$ cat src/rtl/core/utf8d_pkg.sv
`timescale 1ns / 1ps

package utf8d_pkg;

  localparam logic [2:0]  MAX_FOLLOW   = 3'd5;
  localparam logic [7:0]  PAYLOAD_MASK = 8'h3f;
  localparam logic [31:0] TRUNC_CODE   = 32'hffff_ffff;

  typedef struct packed {
    logic [7:0] data_byte;
    logic       end_of_string;
  } item_t;

  typedef struct packed {
    logic        emit;
    logic [31:0] code_point;
    logic        truncated;
  } result_t;

  // Lead-byte prefix mask after the given number of following bytes.
  function automatic logic [7:0] lead_mask(input logic [2:0] n);
    logic [7:0] m;
    case (n)
      3'd1:    m = 8'he0;
      3'd2:    m = 8'hf0;
      3'd3:    m = 8'hf8;
      3'd4:    m = 8'hfc;
      default: m = 8'hfe;
    endcase
    return m;
  endfunction

endpackage

$ cat src/rtl/core/utf8d_in_reg.sv
`timescale 1ns / 1ps

module utf8d_in_reg
  import utf8d_pkg::*;
(
  input  logic       clk,
  input  logic       rst,
  input  logic       in_valid,
  output logic       in_stall,
  input  logic [7:0] data_byte,
  input  logic       end_of_string,
  input  logic       take,
  output logic       advance,
  output item_t      item
);

  logic item_valid;

  assign in_stall = item_valid && !take;
  assign advance  = item_valid && take;

  always_ff @(posedge clk) begin
    if (rst) begin
      item_valid <= 1'b0;
    end else if (!in_stall) begin
      item_valid <= in_valid;
    end
  end

  // Hold the word while the decode stage cannot move.
  always_ff @(posedge clk) begin
    if (!in_stall && in_valid) begin
      item.data_byte     <= data_byte;
      item.end_of_string <= end_of_string;
    end
  end

endmodule

$ cat src/rtl/core/utf8d_step.sv
`timescale 1ns / 1ps

module utf8d_step
  import utf8d_pkg::*;
(
  input  logic    clk,
  input  logic    rst,
  input  logic    advance,
  input  item_t   item,
  output result_t res
);

  logic [7:0]  lead_byte;
  logic [7:0]  lead_byte_next;
  logic [2:0]  bytes_taken;
  logic [2:0]  bytes_taken_next;
  logic [31:0] accumulator;
  logic [31:0] accumulator_next;

  logic [2:0]  n;
  logic [7:0]  mask;
  logic        matched;
  logic [4:0]  shamt;
  logic [31:0] acc_or;
  logic [31:0] acc_shift;
  logic [31:0] cp_match;

  always_comb begin
    n         = (bytes_taken > MAX_FOLLOW) ? MAX_FOLLOW : bytes_taken;
    mask      = lead_mask(n);
    matched   = (lead_byte & mask) == {mask[6:0], 1'b0};
    shamt     = {n, 2'b00} + {1'b0, n, 1'b0};
    acc_or    = accumulator | 32'(item.data_byte & PAYLOAD_MASK);
    acc_shift = {acc_or[25:0], 6'd0};
    cp_match  = acc_or | (32'(lead_byte & ~mask) << shamt);
  end

  always_comb begin
    lead_byte_next   = lead_byte;
    bytes_taken_next = bytes_taken;
    accumulator_next = accumulator;
    res.emit         = 1'b0;
    res.code_point   = TRUNC_CODE;
    res.truncated    = 1'b0;
    if (bytes_taken == 3'd0) begin
      if (!item.data_byte[7]) begin
        res.emit       = 1'b1;
        res.code_point = 32'(item.data_byte);
      end else if (item.end_of_string) begin
        res.emit      = 1'b1;
        res.truncated = 1'b1;
      end else begin
        lead_byte_next   = item.data_byte;
        accumulator_next = '0;
        bytes_taken_next = 3'd1;
      end
    end else begin
      if (matched || n >= MAX_FOLLOW || item.end_of_string) begin
        // Sequence closes: either complete, six bytes long, or cut short.
        res.emit         = 1'b1;
        lead_byte_next   = '0;
        bytes_taken_next = '0;
        accumulator_next = '0;
        if (matched) begin
          res.code_point = cp_match;
        end else if (n >= MAX_FOLLOW) begin
          res.code_point = acc_shift;
        end else begin
          res.truncated = 1'b1;
        end
      end else begin
        accumulator_next = acc_shift;
        bytes_taken_next = n + 3'd1;
      end
    end
  end

  always_ff @(posedge clk) begin
    if (rst) begin
      lead_byte   <= '0;
      bytes_taken <= '0;
      accumulator <= '0;
    end else if (advance) begin
      lead_byte   <= lead_byte_next;
      bytes_taken <= bytes_taken_next;
      accumulator <= accumulator_next;
    end
  end

endmodule

$ cat src/rtl/core/utf8d_out_reg.sv
`timescale 1ns / 1ps

module utf8d_out_reg
  import utf8d_pkg::*;
(
  input  logic        clk,
  input  logic        rst,
  input  logic        advance,
  input  result_t     res,
  output logic        take,
  output logic        out_valid,
  input  logic        out_stall,
  output logic [31:0] code_point,
  output logic        truncated
);

  logic load;

  // Free when empty or when the current word leaves this cycle.
  assign take = !out_valid || !out_stall;
  assign load = advance && res.emit;

  always_ff @(posedge clk) begin
    if (rst) begin
      out_valid <= 1'b0;
    end else if (load) begin
      out_valid <= 1'b1;
    end else if (!out_stall) begin
      out_valid <= 1'b0;
    end
  end

  always_ff @(posedge clk) begin
    if (load) begin
      code_point <= res.code_point;
      truncated  <= res.truncated;
    end
  end

endmodule

$ cat src/rtl/core/utf8_codepoint_decoder_top.sv
`timescale 1ns / 1ps
// Channel  Handshake            Word
// -------  -------------------  ------------------------------
// input    in_valid / in_stall  data_byte[7:0], end_of_string
// output   out_valid/out_stall  code_point[31:0], truncated
//
// One byte per cycle unless stalled; a result is loaded as its last byte advances.
// Throughput is set by the single decode step between input and result register.
// rst clears the open sequence and both valid flags.
// in_stall rises only when the input register is full and the result register
// is full and stalled.

module utf8_codepoint_decoder_top
  import utf8d_pkg::*;
(
  input  logic        clk,
  input  logic        rst,
  input  logic        in_valid,
  output logic        in_stall,
  input  logic [7:0]  data_byte,
  input  logic        end_of_string,
  output logic        out_valid,
  input  logic        out_stall,
  output logic [31:0] code_point,
  output logic        truncated
);

  logic    take;
  logic    advance;
  item_t   item;
  result_t res;

  utf8d_in_reg u_in (
    .clk           (clk),
    .rst           (rst),
    .in_valid      (in_valid),
    .in_stall      (in_stall),
    .data_byte     (data_byte),
    .end_of_string (end_of_string),
    .take          (take),
    .advance       (advance),
    .item          (item)
  );

  utf8d_step u_step (
    .clk     (clk),
    .rst     (rst),
    .advance (advance),
    .item    (item),
    .res     (res)
  );

  utf8d_out_reg u_out (
    .clk        (clk),
    .rst        (rst),
    .advance    (advance),
    .res        (res),
    .take       (take),
    .out_valid  (out_valid),
    .out_stall  (out_stall),
    .code_point (code_point),
    .truncated  (truncated)
  );

endmodule

$ cat config.mk
export PLATFORM = sky130hd
export DESIGN_NAME = utf8_codepoint_decoder_top
export DESIGN_NICKNAME = d
export VERILOG_FILES = /design/src/rtl/core/utf8d_pkg.sv /design/src/rtl/core/utf8d_in_reg.sv /design/src/rtl/core/utf8d_step.sv /design/src/rtl/core/utf8d_out_reg.sv /design/src/rtl/core/utf8_codepoint_decoder_top.sv
export SDC_FILE = /design/constraint.sdc
export NUM_CORES = 1
export LEC_CHECK = 0
export BUFFER_PORTS_ARGS = -buffer_cell sky130_fd_sc_hd__buf_2
export CORE_MARGIN = 3
export CORE_UTILIZATION = 38
export CTS_CLUSTER_SIZE = 20
export DETAILED_ROUTE_END_ITERATION = 10
export MAX_ROUTING_LAYER = met4
export SYNTH_ARGS = -nofsm -noshare
export SYNTH_HDL_FRONTEND = slang
export SYNTH_SLANG_ARGS = --single-unit
$ cat constraint.sdc
create_clock -name clk -period 3.7 [get_ports clk]
set_clock_uncertainty 0.2 [all_clocks]
set_input_delay 0.185 -clock clk [delete_from_list [all_inputs] [get_ports clk]]
set_output_delay 0.185 -clock clk [all_outputs]
set_load 0.005 [all_outputs]
* Word level (Yosys, flattened, before mapping)
Index checks and enable logic that the tools add are counted.
Word-level totals: bits of input ports 13, output and inout port bits 35, register bits after elaboration 87
Cells by class: mux-type cells 26, reductions and logical operators 15, eq/ne operators 8, $lt $le $gt $ge 2, shifts and indexed selects 1, add/sub/neg operators 2, bitwise logic cells 5
Operators by type and width (count):
- $mux W32 | 7
- $mux W34 | 2
- $and A8 B32 Y32 | 1
- $mux W8 | 4
- $not A8 Y32 | 1
- $or A32 B32 Y32 | 1
- $or A32 B6 Y32 | 1
- $shl A32 B5 Y32 | 1
- $pmux W5 S4 | 1
- $mux W3 | 5
- $and A8 B8 Y8 | 1
- $eq A8 B8 Y1 | 1
- $mux W1 | 7
- $eq A3 B2 Y1 const B | 2
- $add A5 B4 Y5 | 1
- $logic_and A1 B1 Y1 | 4
- $logic_not A1 Y1 | 4
- $ne A2 B2 Y1 const B | 2
- $reduce_and A4 Y1 | 1
- $add A3 B1 Y3 const B | 1
- $eq A3 B1 Y1 const B | 1
- $eq A3 B3 Y1 const B | 1
- $ge A3 B3 Y1 const B | 1
- $gt A3 B3 Y1 const B | 1
- 5 further kinds | 7

* Longest topological paths before layout
Gate-level depths: netlist of the first run.
depth after elaboration 13, mapped depth 11

* Cells and area by module
From an unflattened synthesis of the first run, not the netlist that was laid out.
Second synthesis, totals: cell total of the unflattened synthesis 392, area total of the unflattened synthesis 4102.7 um^2
Modules (own cells, without submodules):
- utf8d_step | area each 2742.6 um^2, instances 1, seq. area each 740.7 um^2, cells each 340
- utf8d_out_reg | area each 1033.5 um^2, instances 1, seq. area each 1011.0 um^2, cells each 38
- utf8d_in_reg | area each 326.6 um^2, instances 1, seq. area each 290.3 um^2, cells each 14

* Least setup slack after synthesis of the first run
OpenSTA, ideal clock, no wires.
path kind flip-flop to flip-flop, start point register u_step.bytes_taken[1], end point register u_out.code_point[0], enable pin, data arrival time 2161 ps, library setup time 392 ps, buffers on the path 2, required time 3108 ps, clock period less this slack 2753 ps, cell stages (with the launch flop) 9, slack 947 ps, path through dfxtp_1 buf_4 inv_2 nor3b_1 o31ai_1 and4_4 buf_6 o31a_1 o21a_1
On the way: word-level cells in the longest chain between the ends 11, elaborated cells on any way between the ends 16, classes of those cells order compare (2); eq/ne (5); mux (4); bitwise (1); reduce/logical (4)
Ends and longest elaborated chain:
- from (decl) | RTL line utf8d_step.sv:15 | logic [2:0] bytes_taken;
- from (signal assigned) | RTL line utf8d_step.sv:85 | bytes_taken <= bytes_taken_next;
- $gt A3 B3 Y1 | RTL line utf8d_step.sv:29 | n = (bytes_taken > MAX_FOLLOW) ? MAX_FOLLOW : bytes_taken;
- $mux W3 | RTL line utf8d_step.sv:29
- $eq A3 B3 Y1 (tied with other cells) | RTL line utf8d_pkg.sv:23 | case (n)
- $pmux W5 S4 | RTL line utf8d_pkg.sv:23
- $and A8 B8 Y8 | RTL line utf8d_step.sv:31 | matched = (lead_byte & mask) == {mask[6:0], 1'b0};
- $eq A8 B8 Y1 | RTL line utf8d_step.sv:31
- $logic_or A1 B1 Y1 (2 in series) | RTL line utf8d_step.sv:58 | if (matched || n >= MAX_FOLLOW || item.end_of_string) begin
- $mux W34 | RTL line utf8d_step.sv:58
- $mux W34 (*) | RTL line utf8d_step.sv:45 | if (bytes_taken == 3'd0) begin
- $logic_and A1 B1 Y1 (*) | RTL line utf8d_out_reg.sv:21 | assign load = advance && res.emit;
- net u_out.load | RTL line utf8d_out_reg.sv:17 | logic load;
- to (signal assigned) | RTL line utf8d_out_reg.sv:35 | code_point <= res.code_point;
- to (decl) | RTL line utf8d_out_reg.sv:13 | output logic [31:0] code_point,
The timed path passes the listed nets; every way through them passes the cells marked *. A chain may end at the register's enable or synchronous reset.

==> results of run 1 <==
synthesized netlist by cell type (2+ instances only):
| library cell | count |
|---|---|
| buf_1 | 2 |
| a211oi_1 | 35 |
| buf_6 | 3 |
| edfxtp_1 | 42 |
| a31oi_1 | 6 |
| nor3_1 | 27 |
| a21o_1 | 2 |
| buf_2 | 7 |
| inv_2 | 2 |
| o21ai_2 | 2 |
| clkbuf_1 | 14 |
| dfxtp_1 | 39 |
| nor2_1 | 15 |
| nand2_1 | 66 |
| nand3_1 | 4 |
| o21ai_0 | 2 |
| nor3b_1 | 2 |
| ha_1 | 2 |
| a221oi_1 | 3 |
| o21a_1 | 2 |
| and3_1 | 2 |
| a211oi_2 | 2 |
| nor2b_1 | 3 |
| nand2b_1 | 2 |
| a21oi_1 | 70 |
| or3_1 | 2 |
| nor4b_1 | 3 |
| inv_1 | 5 |
| o31ai_1 | 2 |
| buf_4 | 4 |
power groups by stage:
| stage | logic, mW | registers (mW) | clock network [mW] |
|---|---|---|---|
| after global routing | 0.185 | 1.02 | 0.653 |
| after CTS | 0.166 | 1.01 | 0.615 |
| after detailed placement | 0.154 | 1.03 | 0 |
| final | 0.166 | 1.01 | 0.599 |
| after global placement | 0.154 | 1.03 | 0 |
| after floorplan | 0.100 | 1.03 | 0 |
routing by layer:
layer	global-route usage, %	vias up	share of wire (%)
met5	-	-	0
met2	25.6	132	43
met3	3.18	22	6.8
li1	-	1605	-
met4	7.12	0	2.5
met1	26.1	1523	48
layout by cell type (no fill, tap or decap), drive strengths merged, types with 2 or more instances in the layout:
| master | Yosys | routed |
|---|---|---|
| nor4b | 3 | 3 |
| dfxtp | 39 | 39 |
| a21boi | 2 | 2 |
| nor2b | 4 | 4 |
| o21a | 2 | 2 |
| ha | 2 | 2 |
| o31ai | 2 | 2 |
| dlygate4sd3 | 0 | 14 |
| or3 | 2 | 2 |
| and3 | 2 | 2 |
| inv | 7 | 9 |
| a221oi | 3 | 3 |
| edfxtp | 42 | 42 |
| a31oi | 6 | 6 |
| nor3 | 28 | 28 |
| o21ai | 4 | 4 |
| nand2b | 3 | 3 |
| nor2 | 16 | 16 |
| and2 | 2 | 2 |
| nand3 | 4 | 4 |
| nand2 | 66 | 66 |
| a211oi | 37 | 37 |
| clkbuf | 14 | 12 |
| nor3b | 2 | 2 |
| a21oi | 70 | 70 |
| and4 | 2 | 2 |
| o41a | 2 | 2 |
| clkinv | 0 | 2 |
| buf | 16 | 56 |
| a21o | 2 | 2 |
sequential cells by signal (all words and copies together) (netlist names):
name and cells:
u_out.code_point 32, u_step.accumulator 26, u_in.item 9, u_step.lead_byte 8, u_step.bytes_taken 3, u_in.item_valid 1, u_out.out_valid 1, u_out.truncated 1
layout make-up:
class	count	area, um2
clock inverters	4	25.0
flip-flops and latches	81	2040
multi-input cells	287	1680
inverters	7	26.3
fillers	942	5330
clock buffers	12	156
repair buffers	70	443
well taps	133	166
worst max-delay path: cells and delay by family (launching register included):
family	cells	cell delay, ns
AOI/OAI and AO/OA	2	0.52
adders and majority gates	1	0.71
DFF	1	0.60
and+or+nand+nor	3	1.03
cell families after synthesis:
family	after synthesis
fa+ha+maj	4
compound gates	141
buf+inv	37
xor+xnor	2
mux	1
flops	81
simple gates	139
how the worst min path moves through the flow:
stage / start / depth (start not counted) / endpoint
4_1_cts: u_step.accumulator[30] / 2 / u_step.accumulator[30]
6_report: u_step.accumulator[30] / 2 / u_step.accumulator[30]
3_5_place_dp: data_byte[6] / 1 / u_in.item[7]
5_1_grt: u_step.accumulator[26] / 2 / u_step.accumulator[26]
2_1_floorplan: rst / 1 / u_step.lead_byte[0]
3_3_place_gp: end_of_string / 1 / u_in.item[0]
what timing repair did:
action                                 in CTS  in global routing
endpoints found under the hold margin      14                  0
hold buffers                               14                  0
gates resized for setup                     0                  0
==> flow_summary.json, run 1 <==
{
  "synth_top_family_by_area": "compound AO/OA/AOI/OAI gates",
  "totalPowerFinal_mw": 1.78,
  "finalWirelength_um": 9940,
  "synth_top_area_share_pct": 32.3,
  "fin_ws_ns": 0.443,
  "synthSimpleGateAreaFrac_pct": 17.2,
  "r2r_slack_ns": 0.44,
  "ant_nets": 0,
  "critPathKind": "reg -> reg",
  "area_delta_synth_final_pct": 16.4,
  "outcome": "complete, no violations",
  "cts_tree": "yes",
  "synthFlopType": "edfxtp_1",
  "clockPowerShare_pct": 33.7,
  "crit_slowest_cell": "fa_1",
  "worstPathArrival_ns": 3.20,
  "worstPathMaxFanout": 16,
  "grt_max_degree": 39,
  "crit_end": "u_out.code_point[18]",
  "crit_chain": "nor2b_4 > nand2_1 > fa_1 > nor4b_1 > a2111oi_0 > a211oi_1",
  "ir_drop_mv": 0.189,
  "synth_adder_area_share_pct": 1.41,
  "reg2reg_depth": 6,
  "dp_hpwl_um": 6920,
  "ys_warn_count": 0,
  "antenna_found_initial": 0,
  "ys_seq_elements": 81,
  "synth_cell_type_count": 63,
  "cp-end-kind": "register",
  "max_slew.worst_pin.slew_ns": 1.06,
  "synth_edf_count": 42,
  "postCtsSetupRepairBufs": 0,
  "syn_inst": 405,
  "hp-class": "reg -> reg",
  "combPwrFrac_pct": 9.3,
  "timing.rr.start": "u_step.bytes_taken[0]",
  "synth_compound_area_share_pct": 23.6,
  "muxShareOfSynthArea_pct": 0.289,
  "setup_tns_ns": 0,
  "nets": 472,
  "drtIter0Drc": 307,
  "ys_top_cells_by_area": "edfxtp_1, dfxtp_1, a21oi_1, a211oi_1, nand2_1",
  "fp.dieArea_mm2": 0.0115,
  "period_minus_slack_ns": 3.26,
  "gr-total-overflow": 0,
  "numCtsBuffers": 9,
  "yosysTopAreaCell": "edfxtp_1",
  "p_leak_nw": 1.57,
  "startpoint_type": "register",
  "die_y_um": 107,
  "fin_cells": 594,
  "num_rows": 36,
  "io_buffers": 47,
  "syn_area_mm2": 0.00390,
  "clock_path_buffers": 2,
  "hold_viol": 0,
  "cts_htree_levels": 3,
  "gp_congestion": 0.919,
  "clock_sinks": 81,
  "fmax_ghz": 0.307,
  "finalCritPeriodShare_pct": 88.0,
  "wl_per_cell_um": 16.7,
  "drc": 0,
  "pin_count": 48,
  "initial_utilization_pct": 39.5,
  "path_clk_slew_ns": 0.08,
  "layout-drive-gt1-share_pct": 18.7,
  "holdWs_ns": 0.263,
  "cp-startpoint": "u_step.bytes_taken[0]",
  "first_pass_iters": 4,
  "rsz0062_at_grt": "no",
  "grt_util_all_layers_pct": 18.2,
  "cpPeakStageDelay_ns": 0.71,
  "clkLatencyLatePin_ns": 0.34,
  "reg2reg_to": "u_out.code_point[18]",
  "vias_per_cell": 5.53,
  "worstPathRequired_ns": 3.64,
  "p_int_mw": 1.34,
  "core_area_mm2": 0.00986,
  "grt_pass1_wl_um": 15900,
  "n_antenna_cell": 0,
  "die_w_um": 107,
  "post-place-ws_ns": 0.572,
  "relSlewSlack_pct": 29.0,
  "cts_root_buf": "clkbuf_8",
  "async_reset_ff_share_pct": 0,
  "vias": 3282,
  "powerDensity_mw_per_mm2": 392,
  "dp_cells": 564,
  "seq_area_frac_synth_pct": 52.4,
  "dpl-instance-area_mm2": 0.00422,
  "synth_xor_area_share_pct": 0.449,
  "design_area_mm2": 0.00454,
  "p_sw_share_pct": 24.7,
  "grt_pass1_vias": 2987,
  "setup_viol": 0,
  "seqPwrFrac_pct": 57.0,
  "p_sw_mw": 0.440,
  "cap_violations": 0,
  "syn-mean-instance-area_um2": 9.63,
  "finalMaxSlewViolations": 0,
  "syn_nets": 421,
  "fin_util_pct": 46.0
}
No activity file was read; power rests on OpenSTA's default activity.
==> inputs of run 2 (changes only) <==
--- a/config.mk
+++ b/config.mk
@@ -5,8 +5,8 @@
 export SDC_FILE = /design/constraint.sdc
 export NUM_CORES = 1
 export LEC_CHECK = 0
+export ABC_AREA = 1
 export BUFFER_PORTS_ARGS = -buffer_cell sky130_fd_sc_hd__buf_2
-export CORE_MARGIN = 3
 export CORE_UTILIZATION = 38
 export CTS_CLUSTER_SIZE = 20
 export DETAILED_ROUTE_END_ITERATION = 10
==> flow_summary.json, run 2 <==
{
  "setup_viol": 0,
  "n_antenna_cell": 0,
  "initial_utilization_pct": 39.3,
  "fp.dieArea_mm2": 0.0112,
  "dp_hpwl_um": 7610,
  "async_reset_ff_share_pct": 0,
  "synth_top_area_share_pct": 30.9,
  "synthTopCellsByCount": "nand2_1, nor2_1, o21ai_0",
  "cp-end-kind": "register",
  "vias": 3509,
  "path_common_cell": "nor2_1",
  "grt_pass1_vias": 3272,
  "largest_reg_flops": 32,
  "cts_htree_levels": 3,
  "rsz0062_at_grt": "no",
  "gr-total-overflow": 0,
  "regMostFlops": "u_out.code_point",
  "drtIter0Drc": 230,
  "first_pass_iters": 5,
  "yosysTopAreaCell": "edfxtp_1",
  "drc": 0,
  "syn_inst": 493,
  "clock_sinks": 81,
  "worstPathRequired_ns": 3.64,
  "die_w_um": 106,
  "outcome": "complete, no violations",
  "ir_drop_mv": 0.168,
  "finalMaxSlewViolations": 0,
  "syn_area_mm2": 0.00408,
  "cts_root_buf": "clkbuf_8",
  "cts_tree": "yes",
  "ant_nets": 0,
  "critPathKind": "reg -> reg",
  "seq_area_frac_synth_pct": 50.0,
  "crit_chain": "inv_2 > nor2_1 > inv_1 > fa_1 > inv_1 > o21ai_0 > o21ai_0 > nor2_1 > nor2_1",
  "hold_viol": 0,
  "path_clk_slew_ns": 0.09,
  "core_area_mm2": 0.0104,
  "vias_per_cell": 5.11,
  "layout_commonest_cell": "nand2_1",
  "p_leak_nw": 2.01,
  "worstPathArrival_ns": 3.13,
  "pin_count": 48,
  "finalCritPeriodShare_pct": 86.2,
  "startpoint_type": "register",
  "grt_util_all_layers_pct": 21.2,
  "grt_pass1_wl_um": 17400,
  "syn_nets": 509,
  "wl_per_cell_um": 15.9,
  "dpl-instance-area_mm2": 0.00439,
  "r2r_slack_ns": 0.51,
  "syn-mean-instance-area_um2": 8.28,
  "finalWirelength_um": 11000,
  "fillCellCount": 1037,
  "cap_violations": 0,
  "layout-drive-gt1-share_pct": 20.0,
  "period_minus_slack_ns": 3.19,
  "hp-class": "in -> reg",
  "numCtsBuffers": 9,
  "max_slew.worst_pin.slew_ns": 0.605,
  "synthFlopType": "edfxtp_1",
  "ys_seq_elements": 81,
  "setup_tns_ns": 0,
  "die_y_um": 106,
  "synth_cell_type_count": 35,
  "clkLatencyLatePin_ns": 0.38,
  "top_regs": "u_out.code_point (32), u_step.accumulator (26), u_in.item (9)",
  "design_area_mm2": 0.00473,
  "ys_warn_count": 0,
  "gp_congestion": 0.888,
  "num_rows": 37,
  "io_buffers": 47,
  "relSlewSlack_pct": 59.2,
  "layout_common_cells": "nand2_1, nor2_1, o21ai_0",
  "synth_edf_count": 42,
  "grt_max_degree": 36,
  "worstPathMaxFanout": 13,
  "clock_path_buffers": 2,
  "nets": 562,
  "ys_top_cells_by_area": "edfxtp_1, dfxtp_1, nand2_1, o21ai_0, nor2_1",
  "cpPeakStageDelay_ns": 0.85,
  "fmax_ghz": 0.314,
  "area_delta_synth_final_pct": 15.8,
  "yosysMostFrequentCell": "nand2_1",
  "crit_slowest_cell": "fa_1",
  "antenna_found_initial": 0,
  "powerDensity_mw_per_mm2": 422
}
[run 2: power breakdown]
group	total, mW	internal (mW)	leakage, nW	switching (mW)
registers	1.03	1.00	0.706	0.0312
clock network	0.715	0.380	0.104	0.335
logic	0.244	0.0834	1.20	0.160
total	1.99	1.47	2.01	0.526
[run 2: what timing repair did]
item,CTS,global route
hold endpoints to repair,11,0
hold buffers,12,0
resized for setup,0,0
setup buffers,0,0
[run 2: logic make-up (layout without fill, tap and decap cells)]
logic type / count (synthesis) / after routing / share of synthesized area, %
buffers and inverters: 73 / 131 / 7.88
AND/OR/NAND/NOR: 225 / 225 / 26.0
multiplexers: 4 / 4 / 0.981
adder cells (fa/ha/maj): 3 / 3 / 1.10
XOR/XNOR: 1 / 1 / 0.399
flip-flops: 81 / 81 / 50.0
AO/OA/AOI/OAI: 106 / 106 / 13.6
[run 2: worst max-delay path, delay by kind of cell, from the launching register on]
family,cells,cell delay (ns)
adder cells (fa/ha/maj),1,0.85
buffers and inverters,3,0.53
flip-flops,1,0.52
AO/OA/AOI/OAI,2,0.47
AND/OR/NAND/NOR,3,0.38
[run 2: stage by stage]
stage / std cells / setup WS [ns] / hold WS (ns) / utilization, % / total power [mW]
6_report: 687 / 0.512 / 0.167 / 45.6 / 1.99
5_1_grt: 687 / 0.214 / 0.198 / 45.6 / 2.07
4_1_cts: 687 / 0.574 / 0.158 / 45.6 / 2.00
3_5_place_dp: 659 / 0.594 / 0.163 / 42.4 / 1.29
3_3_place_gp: 659 / 0.667 / 0.163 / 42.4 / 1.28
2_1_floorplan: 493 / 1.03 / 0.0541 / - / 1.21
[run 2: metal layers]
metal	share of wire, %	GRT usage [%]	vias up
li1	-	-	1747
met2	47	32.9	115
met3	5.6	3.65	14
met4	1.4	6.94	0
met1	46	28.2	1633
met5	0	-	-
[run 2: cell type report]
class	instances	area [um2]	share of cell area [%]
Tap cell	136	170	3.60
Sequential cell	81	2040	43.2
Inverter	51	191	4.05
Multi-Input combinational cell	339	1720	36.3
Clock inverter	5	81.3	1.72
Timing Repair Buffer	64	393	8.31
Clock buffer	11	131	2.78
[run 2: path summary, 6_finish.rpt]
| check | to | cells past startpoint | startpoint |
|---|---|---|---|
| max | u_out.code_point[9] | 9 | u_step.bytes_taken[1] |
| min | u_in.item[2] | 3 | in_valid |
| max reg2reg | u_out.code_point[9] | 9 | u_step.bytes_taken[1] |
| min reg2reg | u_step.lead_byte[7] | 2 | u_step.lead_byte[7] |
==> inputs of run 3 (changes only) <==
==> constraint.sdc (replaced) <==
create_clock -name clk -period 3.7 [get_ports clk]
set_clock_uncertainty 0.2 [all_clocks]
set_input_delay 0.555 -clock clk [delete_from_list [all_inputs] [get_ports clk]]
set_output_delay 0.555 -clock clk [all_outputs]
set_load 0.005 [all_outputs]
==> flow_summary.json, run 3 (synthesis gave the netlist of run 2 again) <==
{
  "first_pass_iters": 6,
  "core_area_mm2": 0.0104,
  "hold_viol": 0,
  "gr-total-overflow": 0,
  "regMostFlops": "u_out.code_point",
  "min_from": "data_byte[3]",
  "max_slew.worst_pin.slew_ns": 0.629,
  "cap_violations": 0,
  "hold_end": "u_in.item[4]",
  "area_delta_synth_final_pct": 12.9,
  "drc": 0,
  "fp.dieArea_mm2": 0.0112,
  "finalMaxSlewViolations": 0,
  "startpoint_type": "register",
  "drtIter0Drc": 206,
  "top_regs": "u_out.code_point (32), u_step.accumulator (26), u_in.item (9)",
  "die_y_um": 106,
  "dp_hpwl_um": 7610,
  "initial_utilization_pct": 39.3,
  "rsz0062_at_grt": "no",
  "hold_depth": 1,
  "setup_viol": 0,
  "p_leak_nw": 1.95,
  "cts_resized": 0,
  "critPathKind": "reg -> reg",
  "numCtsBuffers": 9,
  "die_w_um": 106,
  "ant_nets": 0,
  "worstPathBufferInverterCount": 3,
  "nets": 550,
  "cp-end-kind": "register",
  "wl_per_cell_um": 15.9,
  "cts_root_buf": "clkbuf_8",
  "clock_path_buffers": 2,
  "vias": 3484,
  "grt_pass1_vias": 3212,
  "grt_max_degree": 36,
  "grt_use_met3_pct": 3.65,
  "crit_chain": "inv_2 > nor2_1 > inv_1 > fa_1 > inv_1 > o21ai_0 > o21ai_0 > nor2_1 > nor2_1",
  "finalWirelength_um": 10700,
  "n_antenna_cell": 0,
  "timing.rr.start": "u_step.bytes_taken[1]",
  "period_minus_slack_ns": 3.13,
  "vias_per_cell": 5.16,
  "fin_util_pct": 44.4,
  "layout_commonest_cell": "nand2_1",
  "finalCritPeriodShare_pct": 84.6,
  "fmax_ghz": 0.320,
  "path_delay_family": "adder cells",
  "pin_count": 48,
  "grt_use_met1_pct": 27.6,
  "grt_util_all_layers_pct": 20.8,
  "grt_use_met2_pct": 32.4,
  "layout_common_cells": "nand2_1, nor2_1, o21ai_0",
  "worstPathMaxFanout": 13,
  "r2r_slack_ns": 0.57,
  "gp_congestion": 0.888,
  "grt-busiest-layer": "met2",
  "cpPeakStageDelay_ns": 0.85,
  "clkLatencyLatePin_ns": 0.38,
  "holdBufCountCts": 0,
  "layout-drive-gt1-share_pct": 20.4,
  "setup_tns_ns": 0,
  "outcome": "complete, no violations",
  "reg2reg_depth": 9,
  "worstPathArrival_ns": 3.07,
  "crit_slowest_cell": "fa_1",
  "cts_tree": "yes",
  "path_common_cell": "nor2_1",
  "hp-class": "in -> reg",
  "num_rows": 37,
  "dp_cells": 659,
  "ir_drop_mv": 0.165,
  "worstPathRequired_ns": 3.64,
  "fillCellCount": 1048,
  "powerDensity_mw_per_mm2": 429,
  "path_clk_slew_ns": 0.08,
  "clock_sinks": 81,
  "reg2reg_to": "u_out.code_point[9]",
  "postCtsSetupRepairBufs": 0,
  "largest_reg_flops": 32,
  "cp-startpoint": "u_step.bytes_taken[1]",
  "grt_pass1_wl_um": 17100,
  "fin_cells": 675,
  "antenna_found_initial": 0,
  "cts_htree_levels": 3,
  "io_buffers": 47,
  "relSlewSlack_pct": 57.6
}
## run 3: worst max path at each step
stage / slack, ns / to / depth (start not counted)
2_1_floorplan: 1.03 / u_out.code_point[0] / 12
3_3_place_gp: 0.67 / u_out.code_point[25] / 9
3_5_place_dp: 0.59 / u_out.code_point[9] / 9
4_1_cts: 0.57 / u_out.code_point[9] / 9
5_1_grt: 0.21 / u_out.code_point[25] / 9
6_report: 0.57 / u_out.code_point[9] / 9
## run 3: cell type report
class                           instances  area [um2]  area share (%)
Clock buffer                           11         131            2.85
Clock inverter                          5        81.3            1.77
Inverter                               51         191            4.16
Multi-Input combinational cell        339        1720            37.3
Timing Repair Buffer                   52         273            5.92
Tap cell                              136         170            3.69
Sequential cell                        81        2040            44.3
## run 3: per-layer routing
layer	vias to the layer above	wire length (um)
met5	-	0
met4	0	170
met3	14	624
met2	115	5050
met1	1634	4890
li1	1721	-
## run 3: report_power, final
group / switching [mW] / internal, mW
clock: 0.332 / 0.380
combinational: 0.157 / 0.0750
sequential: 0.0311 / 1.00
total: 0.520 / 1.46
## run 3: worst register-to-register path, cell delays in order (launching register included)
cell and delay (ns):
dfxtp_1 0.52, inv_2 0.13, nor2_1 0.19, inv_1 0.11
fa_1 0.85, inv_1 0.29, o21ai_0 0.31, o21ai_0 0.12
nor2_1 0.12, nor2_1 0.06
## run 3: stage by stage
step	area [um2]	setup slack, ns	hold WS, ns	power [mW]
6_report	4610	0.571	0.154	1.98
5_1_grt	4610	0.214	0.146	2.06
4_1_cts	4610	0.574	0.146	1.99
3_5_place_dp	4390	0.594	0.263	1.29
3_3_place_gp	4390	0.667	0.254	1.28
2_1_floorplan	4080	1.03	0.243	1.21
